<file path="config.mk">
export PLATFORM = sky130hd
export DESIGN_NAME = named_reading_table
export DESIGN_NICKNAME = d
export VERILOG_FILES = /design/src/hw/rtl/nrt_pkg.sv /design/src/hw/rtl/nrt_ctrl.sv /design/src/hw/rtl/nrt_dp.sv /design/src/hw/rtl/named_reading_table.sv
export SDC_FILE = /design/constraint.sdc
export NUM_CORES = 2
export LEC_CHECK = 0
export BUFFER_PORTS_ARGS = -buffer_cell sky130_fd_sc_hd__buf_2
export CORE_MARGIN = 8
export CORE_UTILIZATION = 25
export DETAILED_ROUTE_END_ITERATION = 7
export PLACE_DENSITY_LB_ADDON = 0.2
export RECOVER_POWER = 100
export SLEW_MARGIN = 20
export SYNTH_ARGS = -nofsm -noshare
export SYNTH_HDL_FRONTEND = slang
export SYNTH_SLANG_ARGS = --single-unit
export TNS_END_PERCENT = 1
</file>
<file path="constraint.sdc">
create_clock -name clk -period 19.9 [get_ports clk]
set_clock_uncertainty 0.1 [all_clocks]
set_input_delay 2.985 -clock clk [delete_from_list [all_inputs] [get_ports clk]]
set_output_delay 2.985 -clock clk [all_outputs]
set_load 0.01 [all_outputs]
</file>
<file path="src/hw/rtl/nrt_pkg.sv">
// ----------------------------------------------------------------------------
// nrt_pkg: shared types and codes for the named reading table
// Request and status codes, default sizes, and the command and status groups
// that pass between the controller and the datapath.
// ----------------------------------------------------------------------------
package nrt_pkg;

    localparam int DEF_TABLE_DEPTH = 16;
    localparam int DEF_NAME_CHARS  = 9;

    localparam int NAME_W    = 72;
    localparam int KEY_LO_W  = 64;
    localparam int CHAR_W    = 8;
    localparam int READING_W = 32;
    localparam int REQ_W     = 2;
    localparam int STATUS_W  = 2;

    localparam logic [REQ_W-1:0] REQ_INSERT = 2'd0;
    localparam logic [REQ_W-1:0] REQ_SEARCH = 2'd1;
    localparam logic [REQ_W-1:0] REQ_DELETE = 2'd2;
    localparam logic [REQ_W-1:0] REQ_DUMP   = 2'd3;

    localparam logic [STATUS_W-1:0] ST_OK        = 2'd0;
    localparam logic [STATUS_W-1:0] ST_NOT_FOUND = 2'd1;
    localparam logic [STATUS_W-1:0] ST_FULL      = 2'd2;

    typedef struct packed {
        logic                load;
        logic                start_walk;
        logic                step_down;
        logic                step_up;
        logic                start_shift;
        logic                write_down;
        logic                ins_write;
        logic                dec;
        logic                emit;
        logic [STATUS_W-1:0] emit_status;
        logic                emit_data;
        logic                emit_walk_last;
    } nrt_cmd_t;

    typedef struct packed {
        logic cnt_zero;
        logic cnt_full;
        logic rd_ok;
        logic rd_match;
        logic rd_first;
        logic walk_end;
    } nrt_stat_t;

endpackage

</file>
<file path="src/hw/rtl/nrt_ctrl.sv">
// ----------------------------------------------------------------------------
// nrt_ctrl: request sequencer
// Steps each request through insert, scan, hit/miss, shift and dump phases,
// issues datapath commands and owns the result beat valid flag.
// ----------------------------------------------------------------------------
module nrt_ctrl
    import nrt_pkg::*;
(
    input  logic             clk,
    input  logic             rst_n,
    input  logic             in_valid,
    output logic             in_stall,
    input  logic [REQ_W-1:0] req_type,
    output logic             out_valid,
    input  logic             out_stall,
    input  nrt_stat_t        stat,
    output nrt_cmd_t         cmd
);

    typedef enum logic [2:0] {
        S_IDLE,
        S_INS,
        S_SCAN,
        S_HIT,
        S_MISS,
        S_SHIFT,
        S_DUMP
    } state_t;

    state_t state_reg;
    state_t state_next;
    logic   is_del_reg;
    logic   is_del_next;
    logic   out_valid_reg;
    logic   out_valid_next;
    logic   slot_free;

    assign slot_free = !out_valid_reg || !out_stall;
    assign in_stall  = (state_reg != S_IDLE);
    assign out_valid = out_valid_reg;

    always_comb
    begin
        cmd         = '0;
        state_next  = state_reg;
        is_del_next = is_del_reg;
        case (state_reg)
            S_IDLE:
            begin
                if (in_valid)
                begin
                    cmd.load    = 1'b1;
                    is_del_next = (req_type == REQ_DELETE);
                    case (req_type)
                        REQ_INSERT:
                        begin
                            state_next = S_INS;
                        end
                        REQ_SEARCH, REQ_DELETE:
                        begin
                            cmd.start_walk = 1'b1;
                            state_next     = stat.cnt_zero ? S_MISS : S_SCAN;
                        end
                        default:
                        begin
                            cmd.start_walk = 1'b1;
                            state_next     = stat.cnt_zero ? S_MISS : S_DUMP;
                        end
                    endcase
                end
            end
            S_INS:
            begin
                if (slot_free)
                begin
                    cmd.emit        = 1'b1;
                    cmd.emit_status = stat.cnt_full ? ST_FULL : ST_OK;
                    cmd.ins_write   = !stat.cnt_full;
                    state_next      = S_IDLE;
                end
            end
            S_SCAN:
            begin
                if (stat.rd_ok && stat.rd_match)
                begin
                    state_next = S_HIT;
                end
                else if (stat.rd_ok && stat.rd_first)
                begin
                    state_next = S_MISS;
                end
                else
                begin
                    cmd.step_down = 1'b1;
                end
            end
            S_HIT:
            begin
                if (slot_free)
                begin
                    cmd.emit        = 1'b1;
                    cmd.emit_status = ST_OK;
                    cmd.emit_data   = 1'b1;
                    if (is_del_reg)
                    begin
                        cmd.start_shift = 1'b1;
                        state_next      = S_SHIFT;
                    end
                    else
                    begin
                        state_next = S_IDLE;
                    end
                end
            end
            S_MISS:
            begin
                if (slot_free)
                begin
                    cmd.emit        = 1'b1;
                    cmd.emit_status = ST_NOT_FOUND;
                    state_next      = S_IDLE;
                end
            end
            S_SHIFT:
            begin
                if (!stat.rd_ok && stat.walk_end)
                begin
                    cmd.dec    = 1'b1;
                    state_next = S_IDLE;
                end
                else
                begin
                    cmd.write_down = stat.rd_ok;
                    cmd.step_up    = 1'b1;
                end
            end
            S_DUMP:
            begin
                if (stat.rd_ok)
                begin
                    if (slot_free)
                    begin
                        cmd.emit           = 1'b1;
                        cmd.emit_status    = ST_OK;
                        cmd.emit_data      = 1'b1;
                        cmd.emit_walk_last = 1'b1;
                        cmd.step_down      = 1'b1;
                    end
                end
                else if (!stat.walk_end)
                begin
                    cmd.step_down = 1'b1;
                end
                else
                begin
                    state_next = S_IDLE;
                end
            end
            default:
            begin
                state_next = S_IDLE;
            end
        endcase
    end

    always_comb
    begin
        if (cmd.emit)
        begin
            out_valid_next = 1'b1;
        end
        else if (out_stall)
        begin
            out_valid_next = out_valid_reg;
        end
        else
        begin
            out_valid_next = 1'b0;
        end
    end

    always_ff @(posedge clk or negedge rst_n)
    begin
        if (!rst_n)
        begin
            state_reg     <= S_IDLE;
            is_del_reg    <= 1'b0;
            out_valid_reg <= 1'b0;
        end
        else
        begin
            state_reg     <= state_next;
            is_del_reg    <= is_del_next;
            out_valid_reg <= out_valid_next;
        end
    end

endmodule

</file>
<file path="src/hw/rtl/nrt_dp.sv">
// ----------------------------------------------------------------------------
// nrt_dp: table datapath
// Entry memory kept oldest first at low addresses, entry count, walk pointer,
// registered read port with match compare, and the result beat registers.
// ----------------------------------------------------------------------------
module nrt_dp
    import nrt_pkg::*;
#(
    parameter int TABLE_DEPTH = DEF_TABLE_DEPTH,
    parameter int NAME_CHARS  = DEF_NAME_CHARS
)
(
    input  logic                 clk,
    input  logic                 rst_n,
    input  nrt_cmd_t             cmd,
    output nrt_stat_t            stat,
    input  logic [KEY_LO_W-1:0]  key_first8,
    input  logic [CHAR_W-1:0]    key_ninth,
    input  logic [READING_W-1:0] reading_bits,
    output logic [STATUS_W-1:0]  status,
    output logic [KEY_LO_W-1:0]  found_first8,
    output logic [CHAR_W-1:0]    found_ninth,
    output logic [READING_W-1:0] found_reading,
    output logic                 last_of_run
);

    localparam int AW = (TABLE_DEPTH > 1) ? $clog2(TABLE_DEPTH) : 1;
    localparam int CW = $clog2(TABLE_DEPTH + 1);

    logic [NAME_W-1:0]    name_mem [TABLE_DEPTH];
    logic [READING_W-1:0] rdg_mem  [TABLE_DEPTH];

    logic [CW-1:0]        cnt_reg;
    logic [CW-1:0]        cnt_next;
    logic [AW-1:0]        ptr_reg;
    logic [AW-1:0]        ptr_next;
    logic                 end_reg;
    logic                 end_next;
    logic                 rd_ok_reg;
    logic                 rd_ok_next;
    logic [AW-1:0]        rd_addr_reg;
    logic [AW-1:0]        rd_addr_next;
    logic [NAME_W-1:0]    rd_name_reg;
    logic [READING_W-1:0] rd_rdg_reg;
    logic [NAME_W-1:0]    key_reg;
    logic [READING_W-1:0] rdg_reg;
    logic                 rd_take;

    logic [CW-1:0]        cnt_m1;
    logic [CW-1:0]        shift_start;
    logic                 mem_we;
    logic [AW-1:0]        mem_waddr;
    logic [NAME_W-1:0]    mem_wname;
    logic [READING_W-1:0] mem_wrdg;

    function automatic logic [NAME_W-1:0] normalise(input logic [KEY_LO_W-1:0] lo,
                                                    input logic [CHAR_W-1:0] ninth);
        logic [NAME_W-1:0] full;
        logic [NAME_W-1:0] n;
        logic [CHAR_W-1:0] c;
        logic              ended;
        full  = {ninth, lo};
        n     = '0;
        ended = 1'b0;
        for (int i = 0; i < 9; i++)
        begin
            c = full[CHAR_W*i +: CHAR_W];
            if (i >= NAME_CHARS || c == '0)
            begin
                ended = 1'b1;
            end
            if (!ended)
            begin
                n[CHAR_W*i +: CHAR_W] = c;
            end
        end
        return n;
    endfunction

    assign cnt_m1      = cnt_reg - CW'(1);
    assign shift_start = CW'(rd_addr_reg) + CW'(1);

    always_comb
    begin
        stat          = '0;
        stat.cnt_zero = (cnt_reg == '0);
        stat.cnt_full = (cnt_reg == CW'(TABLE_DEPTH));
        stat.rd_ok    = rd_ok_reg;
        stat.rd_match = (rd_name_reg == key_reg);
        stat.rd_first = (rd_addr_reg == '0);
        stat.walk_end = end_reg;
    end

    always_comb
    begin
        cnt_next     = cnt_reg;
        ptr_next     = ptr_reg;
        end_next     = end_reg;
        rd_ok_next   = rd_ok_reg;
        rd_addr_next = rd_addr_reg;
        rd_take      = 1'b0;
        if (cmd.ins_write)
        begin
            cnt_next = cnt_reg + CW'(1);
        end
        else if (cmd.dec)
        begin
            cnt_next = cnt_m1;
        end
        if (cmd.start_walk)
        begin
            ptr_next   = cnt_m1[AW-1:0];
            end_next   = 1'b0;
            rd_ok_next = 1'b0;
        end
        else if (cmd.start_shift)
        begin
            ptr_next   = shift_start[AW-1:0];
            end_next   = (shift_start == cnt_reg);
            rd_ok_next = 1'b0;
        end
        else if (cmd.step_down || cmd.step_up)
        begin
            if (end_reg)
            begin
                rd_ok_next = 1'b0;
            end
            else
            begin
                rd_take      = 1'b1;
                rd_ok_next   = 1'b1;
                rd_addr_next = ptr_reg;
                if (cmd.step_down)
                begin
                    if (ptr_reg == '0)
                    begin
                        end_next = 1'b1;
                    end
                    else
                    begin
                        ptr_next = ptr_reg - AW'(1);
                    end
                end
                else
                begin
                    if (CW'(ptr_reg) == cnt_m1)
                    begin
                        end_next = 1'b1;
                    end
                    else
                    begin
                        ptr_next = ptr_reg + AW'(1);
                    end
                end
            end
        end
    end

    always_comb
    begin
        mem_we    = cmd.ins_write || cmd.write_down;
        mem_waddr = cmd.ins_write ? cnt_reg[AW-1:0] : (rd_addr_reg - AW'(1));
        mem_wname = cmd.ins_write ? key_reg : rd_name_reg;
        mem_wrdg  = cmd.ins_write ? rdg_reg : rd_rdg_reg;
    end

    always_ff @(posedge clk or negedge rst_n)
    begin
        if (!rst_n)
        begin
            cnt_reg     <= '0;
            ptr_reg     <= '0;
            end_reg     <= 1'b1;
            rd_ok_reg   <= 1'b0;
            rd_addr_reg <= '0;
        end
        else
        begin
            cnt_reg     <= cnt_next;
            ptr_reg     <= ptr_next;
            end_reg     <= end_next;
            rd_ok_reg   <= rd_ok_next;
            rd_addr_reg <= rd_addr_next;
        end
    end

    always_ff @(posedge clk)
    begin
        if (mem_we)
        begin
            name_mem[mem_waddr] <= mem_wname;
            rdg_mem[mem_waddr]  <= mem_wrdg;
        end
        if (rd_take)
        begin
            rd_name_reg <= name_mem[ptr_reg];
            rd_rdg_reg  <= rdg_mem[ptr_reg];
        end
    end

    always_ff @(posedge clk)
    begin
        if (cmd.load)
        begin
            key_reg <= normalise(key_first8, key_ninth);
            rdg_reg <= reading_bits;
        end
        if (cmd.emit)
        begin
            status        <= cmd.emit_status;
            found_first8  <= cmd.emit_data ? rd_name_reg[KEY_LO_W-1:0] : '0;
            found_ninth   <= cmd.emit_data ? rd_name_reg[NAME_W-1:KEY_LO_W] : '0;
            found_reading <= cmd.emit_data ? rd_rdg_reg : '0;
            last_of_run   <= cmd.emit_walk_last ? (rd_addr_reg == '0) : 1'b1;
        end
    end

endmodule

</file>
<file path="src/hw/rtl/named_reading_table.sv">
// ----------------------------------------------------------------------------
// named_reading_table: bounded table of named sensor readings
// Newest-first table without gaps; insert, search, delete of the newest
// match, and dump of all entries.
//
//   channel  direction  handshake              payload
//   in       input      in_valid / in_stall    req_type key_first8 key_ninth
//                                              reading_bits
//   out      output     out_valid / out_stall  status found_first8 found_ninth
//                                              found_reading last_of_run
//
// One request at a time; the search, delete and dump walks step through the
// entry memory one entry a cycle while the output is open, using the single
// read and write port of the entry memory.
// Reset clears the entry count and walk state; no clearing pass over the memory.
// A stalled result beat holds; the dump walk pauses until it is taken.
// ----------------------------------------------------------------------------
module named_reading_table
    import nrt_pkg::*;
#(
    parameter int TABLE_DEPTH = DEF_TABLE_DEPTH,
    parameter int NAME_CHARS  = DEF_NAME_CHARS
)
(
    input  logic                 clk,
    input  logic                 rst_n,
    input  logic                 in_valid,
    output logic                 in_stall,
    input  logic [REQ_W-1:0]     req_type,
    input  logic [KEY_LO_W-1:0]  key_first8,
    input  logic [CHAR_W-1:0]    key_ninth,
    input  logic [READING_W-1:0] reading_bits,
    output logic                 out_valid,
    input  logic                 out_stall,
    output logic [STATUS_W-1:0]  status,
    output logic [KEY_LO_W-1:0]  found_first8,
    output logic [CHAR_W-1:0]    found_ninth,
    output logic [READING_W-1:0] found_reading,
    output logic                 last_of_run
);

    nrt_cmd_t  cmd;
    nrt_stat_t stat;

    nrt_ctrl u_ctrl (
        .clk       (clk),
        .rst_n     (rst_n),
        .in_valid  (in_valid),
        .in_stall  (in_stall),
        .req_type  (req_type),
        .out_valid (out_valid),
        .out_stall (out_stall),
        .stat      (stat),
        .cmd       (cmd)
    );

    nrt_dp #(
        .TABLE_DEPTH (TABLE_DEPTH),
        .NAME_CHARS  (NAME_CHARS)
    ) u_dp (
        .clk           (clk),
        .rst_n         (rst_n),
        .cmd           (cmd),
        .stat          (stat),
        .key_first8    (key_first8),
        .key_ninth     (key_ninth),
        .reading_bits  (reading_bits),
        .status        (status),
        .found_first8  (found_first8),
        .found_ninth   (found_ninth),
        .found_reading (found_reading),
        .last_of_run   (last_of_run)
    );

endmodule
</file>
Word level (Yosys, flattened, before mapping). Memories as Yosys holds them, arrays and structs flattened. A register that Yosys moved wholly into a read port is not among the register bits. Cells that the tools add are included.

Reduce and logical (&&, ||, !) cells: 33. Multiplexer cells: 89. Bitwise gates (word level): 3. Add/subtract/negate cells: 6. Eq/ne operators: 23.

Operators by type and width (count): $eq 72x72->1 (1); $logic_not 8->1 (9); $mux 72 (1); $mux 1 (53); $mux 3 (12); $mux 4 (9); $mux 32 (1); $mux 5 (4); $pmux 3 s6 (1); $pmux 3 s4 (1); $ne 2x1->1 const B (5); $eq 3x3->1 const B (3); $logic_not 4->1 (2); $mux 2 (4); $reduce_and 4->1 (2); $sub 4x1->4 const B (2); $reduce_and 7->1 (1); $eq 3x2->1 const B (2); $pmux 3 s2 (1); $reduce_bool 3->1 (2); $add 4x1->5 const B (1); $add 5x1->5 const B (1); $eq 4x5->1 (1); $eq 5x5->1 (1); 22 further kinds (34).

Bits of input ports: 110. Output and inout port bits: 109. RAM bits: 1664. Flip-flop bits (word level): 231. Logic and storage cells: 179. Memories kept: 2.

Memories: u_dp.name_mem (words 16, width 72, rd ports 1, clocked after Yosys merged registers in 1, write ports 1, line nrt_dp.sv:30) `logic [NAME_W-1:0] name_mem [TABLE_DEPTH];`; u_dp.rdg_mem (words 16, width 32, rd ports 1, clocked after Yosys merged registers in 1, write ports 1, line nrt_dp.sv:31) `logic [READING_W-1:0] rdg_mem [TABLE_DEPTH];`.

Logic depth before layout (Yosys ltp).
Word-level depth: 21. Gate-level depth with buffers: 17. Gate-level depth less buffers: 16.

Hierarchy. From an unflattened synthesis, not the netlist that was laid out.

Cells, all modules: 3293. Area, all modules: 77027.6 um^2.

Modules (own cells, without submodules): nrt_dp (instances 1, area an instance 76445.8 um^2, seq. area each 59803.6 um^2, cells each 3220); nrt_ctrl (instances 1, area an instance 581.8 um^2, seq. area each 125.1 um^2, cells each 73).

Least setup slack after synthesis. No wires, ideal clock.

Kind: input-to-reg. Start point: input port out_stall. End point: register u_dp.found_first8[0] (enable). Path slack: 3.306 ns. Required time: 18.860 ns. Stages on the path: 3. Arrival: 15.553 ns. Path through: and2_1 clkbuf_1 o311ai_0.

RTL lines: start: declaration (line named_reading_table.sv:34) `input logic out_stall,`; end signal: assignment (line nrt_dp.sv:211) `found_first8 <= cmd.emit_data ? rd_name_reg[KEY_LO_W-1:0] : '0;`; end: declaration (line nrt_dp.sv:21) `output logic [KEY_LO_W-1:0] found_first8,`.

Final worst setup path.
Start point: input port out_stall. End point: memory u_dp.name_mem[0][3] (data pin).

Word-level cells in the longest chain between the ends: 5.

RTL lines: $logic_not 1->1 (line nrt_ctrl.sv:38) `assign slot_free = !out_valid_reg || !out_stall;`; $logic_or 1x1->1 (line nrt_ctrl.sv:38); $mux 1 (line nrt_ctrl.sv:74) `if (slot_free)`; $mux 1 (line nrt_ctrl.sv:47) `case (state_reg)`; $mux 72 (line nrt_dp.sv:163) `mem_wname = cmd.ins_write ? key_reg : rd_name_reg;`; net u_dp.mem_wname[3] (line nrt_dp.sv:53) `logic [NAME_W-1:0] mem_wname;`; end: declaration (line nrt_dp.sv:30).

The timed path passes the listed nets, and every way through them passes these cells.

==> flow_summary.json <==
{
  "status": "finished with violations",
  "violations": "capacitance limit, slew limit",
  "drc_errors": 0,
  "totalWireLength_um": 217000,
  "finalCriticalPeriod_ns": 12.33,
  "cts_buffers": 214,
  "drt-pass1-iter-count": 5,
  "grt_antenna_before_repair": 29,
  "grt_first_pass_wirelength_um": 304000,
  "io_pins": 219,
  "syn_inst": 3526,
  "r2r-start": "u_dp.cnt_reg[0]",
  "p_per_area_nw_per_um2": 155,
  "finalSetupViolations": 0,
  "clk_pin_slew_worst_paths_ns": 0.06,
  "dpl_cell_area_um2": 83400,
  "slew_headroom_pct": -442,
  "holdBufCountCts": 0,
  "hold_violations": 0,
  "synthFlopType": "edfxtp_1",
  "busiest_layer": "met2",
  "min_path_type": "flip-flop to flip-flop",
  "cpPeakStageDelay_ns": 4.58,
  "final_nets": 3980,
  "crit_path_start_kind": "primary input",
  "drv_slew": 2003,
  "insertion_delay_ns": 0.87,
  "max_freq_mhz": 81.1,
  "path_cells": "clkbuf_1 > and2_0 > or4_1 > nand2b_1 > clkbuf_1 > o21ai_0",
  "synthArstFlopShare_pct": 1.00,
  "grt_util_met1_pct": 17.7,
  "worstPathArrival_ns": 12.33,
  "internal_power_w": 0.00948,
  "cts-root-buf": "clkbuf_16",
  "finalWorstSetupSlack_ns": 7.57,
  "ant_nets": 0,
  "yosysSeqAreaShare_pct": 77.9,
  "clock-sinks": 1999,
  "synth_nets": 3646,
  "sw_frac_of_total_pct": 31.6,
  "grt_max_degree": 117,
  "yosysWarnings": 0,
  "post-route-period-util_pct": 62.0,
  "syn_avg_cell_area_um2": 21.8,
  "tightest_slew_ns": 8.14,
  "synth_edf_count": 1979,
  "dp_slack_ns": 11.52,
  "path_common_cell": "clkbuf_1",
  "cp_num_buf_inv": 2,
  "clock_path_buffers": 4,
  "p_switching_w": 0.00439,
  "post_cts_buffers": 0,
  "use_met3_pct": 1.95,
  "fin_tns_setup_ns": 0,
  "synthToLayoutAreaGrowth_pct": 16.3,
  "min_to": "u_dp.found_reading[9]",
  "io_buffers": 218,
  "fin_area_um2": 89400,
  "die_y_um": 571,
  "largest_reg_flops": 1152,
  "finalPower_w": 0.0139,
  "min_path_cells": 1,
  "drv_cap": 57,
  "grt_remaining_overflow": 0,
  "synth-seq-cells": 1999,
  "cts_max_level": 4,
  "initial_core_util_pct": 25.1,
  "routabilityCongestion": 0.714,
  "core_um2": 306000,
  "top_register": "u_dp.name_mem",
  "hpwl_um": 126000,
  "ctsResizeCount": 0,
  "vias": 35700,
  "die_w_um": 571,
  "syn-cell-area_um2": 76900,
  "critPathSlowestCell": "clkbuf_1",
  "wl_per_cell_um": 26.7,
  "rsz0062_at_grt": "no",
  "drive_gt1_share_pct": 23.6,
  "holdWs_ns": 0.457,
  "critPathRequiredTime_ns": 19.90,
  "p_clk_share_pct": 27.4,
  "grt_usage_pct": 13.0,
  "seqPwrFrac_pct": 45.6,
  "tritoncts": "built",
  "reg2reg_slack_ns": 9.11,
  "fill_cells": 29900,
  "regArea_um2": 59900,
  "vias_per_cell": 4.39,
  "drtIter0Drc": 2732,
  "die_area_um2": 326000,
  "multi_input_area_um2": 16300,
  "min_from": "u_dp.rd_rdg_reg[9]",
  "p_leak_nw": 27.4,
  "worst_setup_path_end_kind": "flip-flop",
  "crit_family": "buffers and inverters",
  "vdd_drop_max_v": 0.000104,
  "rows": 203,
  "use_met2_pct": 22.1,
  "reg_top3": "u_dp.name_mem: 1152 flops, u_dp.rdg_mem: 512 flops",
  "combPwrFrac_pct": 27.0,
  "worstSetupPathType": "primary input to flip-flop",
  "grt_pass1_vias": 37700,
  "crit_fanout": 78,
  "synth_cell_type_count": 59,
  "reg2reg_depth": 7,
  "worstReg2RegEnd": "u_dp.name_mem[0][3]"
}
-- worst max-delay path by stage --
stage	start	endpoint	slack [ns]	cells past startpoint
after global routing	out_stall	u_dp.name_mem[7][3]	7.02	6
after CTS	out_stall	u_dp.rdg_mem[0][2]	12.45	10
final	out_stall	u_dp.name_mem[0][3]	7.57	6
after floorplan	out_stall	u_dp.found_first8[0]	3.31	3
after detailed placement	out_stall	u_dp.rdg_mem[0][5]	11.52	10
after global placement	out_stall	u_dp.rdg_mem[0][5]	11.58	10
-- per-stage QoR --
stage	util [%]	cells
after floorplan	-	3526
after global placement	27.2	7742
after detailed placement	27.3	7744
after CTS	29.4	8129
after global routing	29.2	8130
final	29.2	8137
-- layer usage --
| layer | share of wire [%] | vias up |
|---|---|---|
| met1 | 44 | 19500 |
| li1 | - | 15100 |
| met2 | 49 | 799 |
| met4 | 2.1 | 6 |
| met5 | 0.016 | - |
| met3 | 4.3 | 265 |
-- Yosys cell counts, drive strengths merged, types with 7 or more instances --
master   count  area (µm²)
edfxtp    1979       59400
o21ai       13        65.1
nor2b       15        93.8
clkbuf     128         480
nor2        40         158
nand3       11        55.1
buf         49         188
ha           9         113
nor4        27         169
nand2      331        1240
and3        11        68.8
xor2        39         342
xnor2       35         307
inv         23        86.3
mux4       520       11700
nand4        9        56.3
a21oi       17        96.4
nor3        10        50.1
and2       160        1000
nand2b      23         144
o2111ai      7        61.3
dfrtp       19         475
-- kinds of logic after synthesis --
group,Yosys count,share of synthesized area [%]
AO/OA/AOI/OAI,65,0.617
flip-flops,1999,77.9
multiplexers,530,15.4
adder cells (fa/ha/maj),10,0.173
buffers and inverters,200,0.981
AND/OR/NAND/NOR,648,4.06
XOR/XNOR,74,0.843
-- cell type report --
cell class | count | area share, %
Clock buffer | 264 | 6.27
Clock inverter | 121 | 1.03
Tap cell | 4100 | 5.74
Multi-Input combinational cell | 1327 | 18.2
Timing Repair Buffer | 295 | 1.58
Antenna cell | 8 | 0.0224
Inverter | 23 | 0.0994
Sequential cell | 1999 | 67.1
-- cells in the final DEF, fill, tap and decap left out, types with 11 or more instances in the layout --
cell type	n
a21oi_1	16
and2_0	126
bufinv_16	12
buf_4	18
and2_1	34
nor2b_1	15
o21ai_0	13
clkinv_1	55
inv_1	21
buf_2	96
clkbuf_1	220
nor2_1	31
mux4_2	520
nand2b_1	23
nand2_1	331
dfrtp_1	16
clkbuf_16	217
nand3_1	11
xnor2_1	35
xor2_1	39
edfxtp_1	1979
clkinv_2	40
nor4_1	23
and3_1	11
-- power by group through the flow --
stage / Sequential, W / Combinational (W) / Clock, W
2_1_floorplan: 0.00620 / 0.00246 / 0
3_3_place_gp: 0.00637 / 0.00385 / 0
3_5_place_dp: 0.00637 / 0.00388 / 0
4_1_cts: 0.00629 / 0.00389 / 0.00392
5_1_grt: 0.00636 / 0.00407 / 0.00406
6_report: 0.00632 / 0.00375 / 0.00380
(Power assumes the default switching activity.)
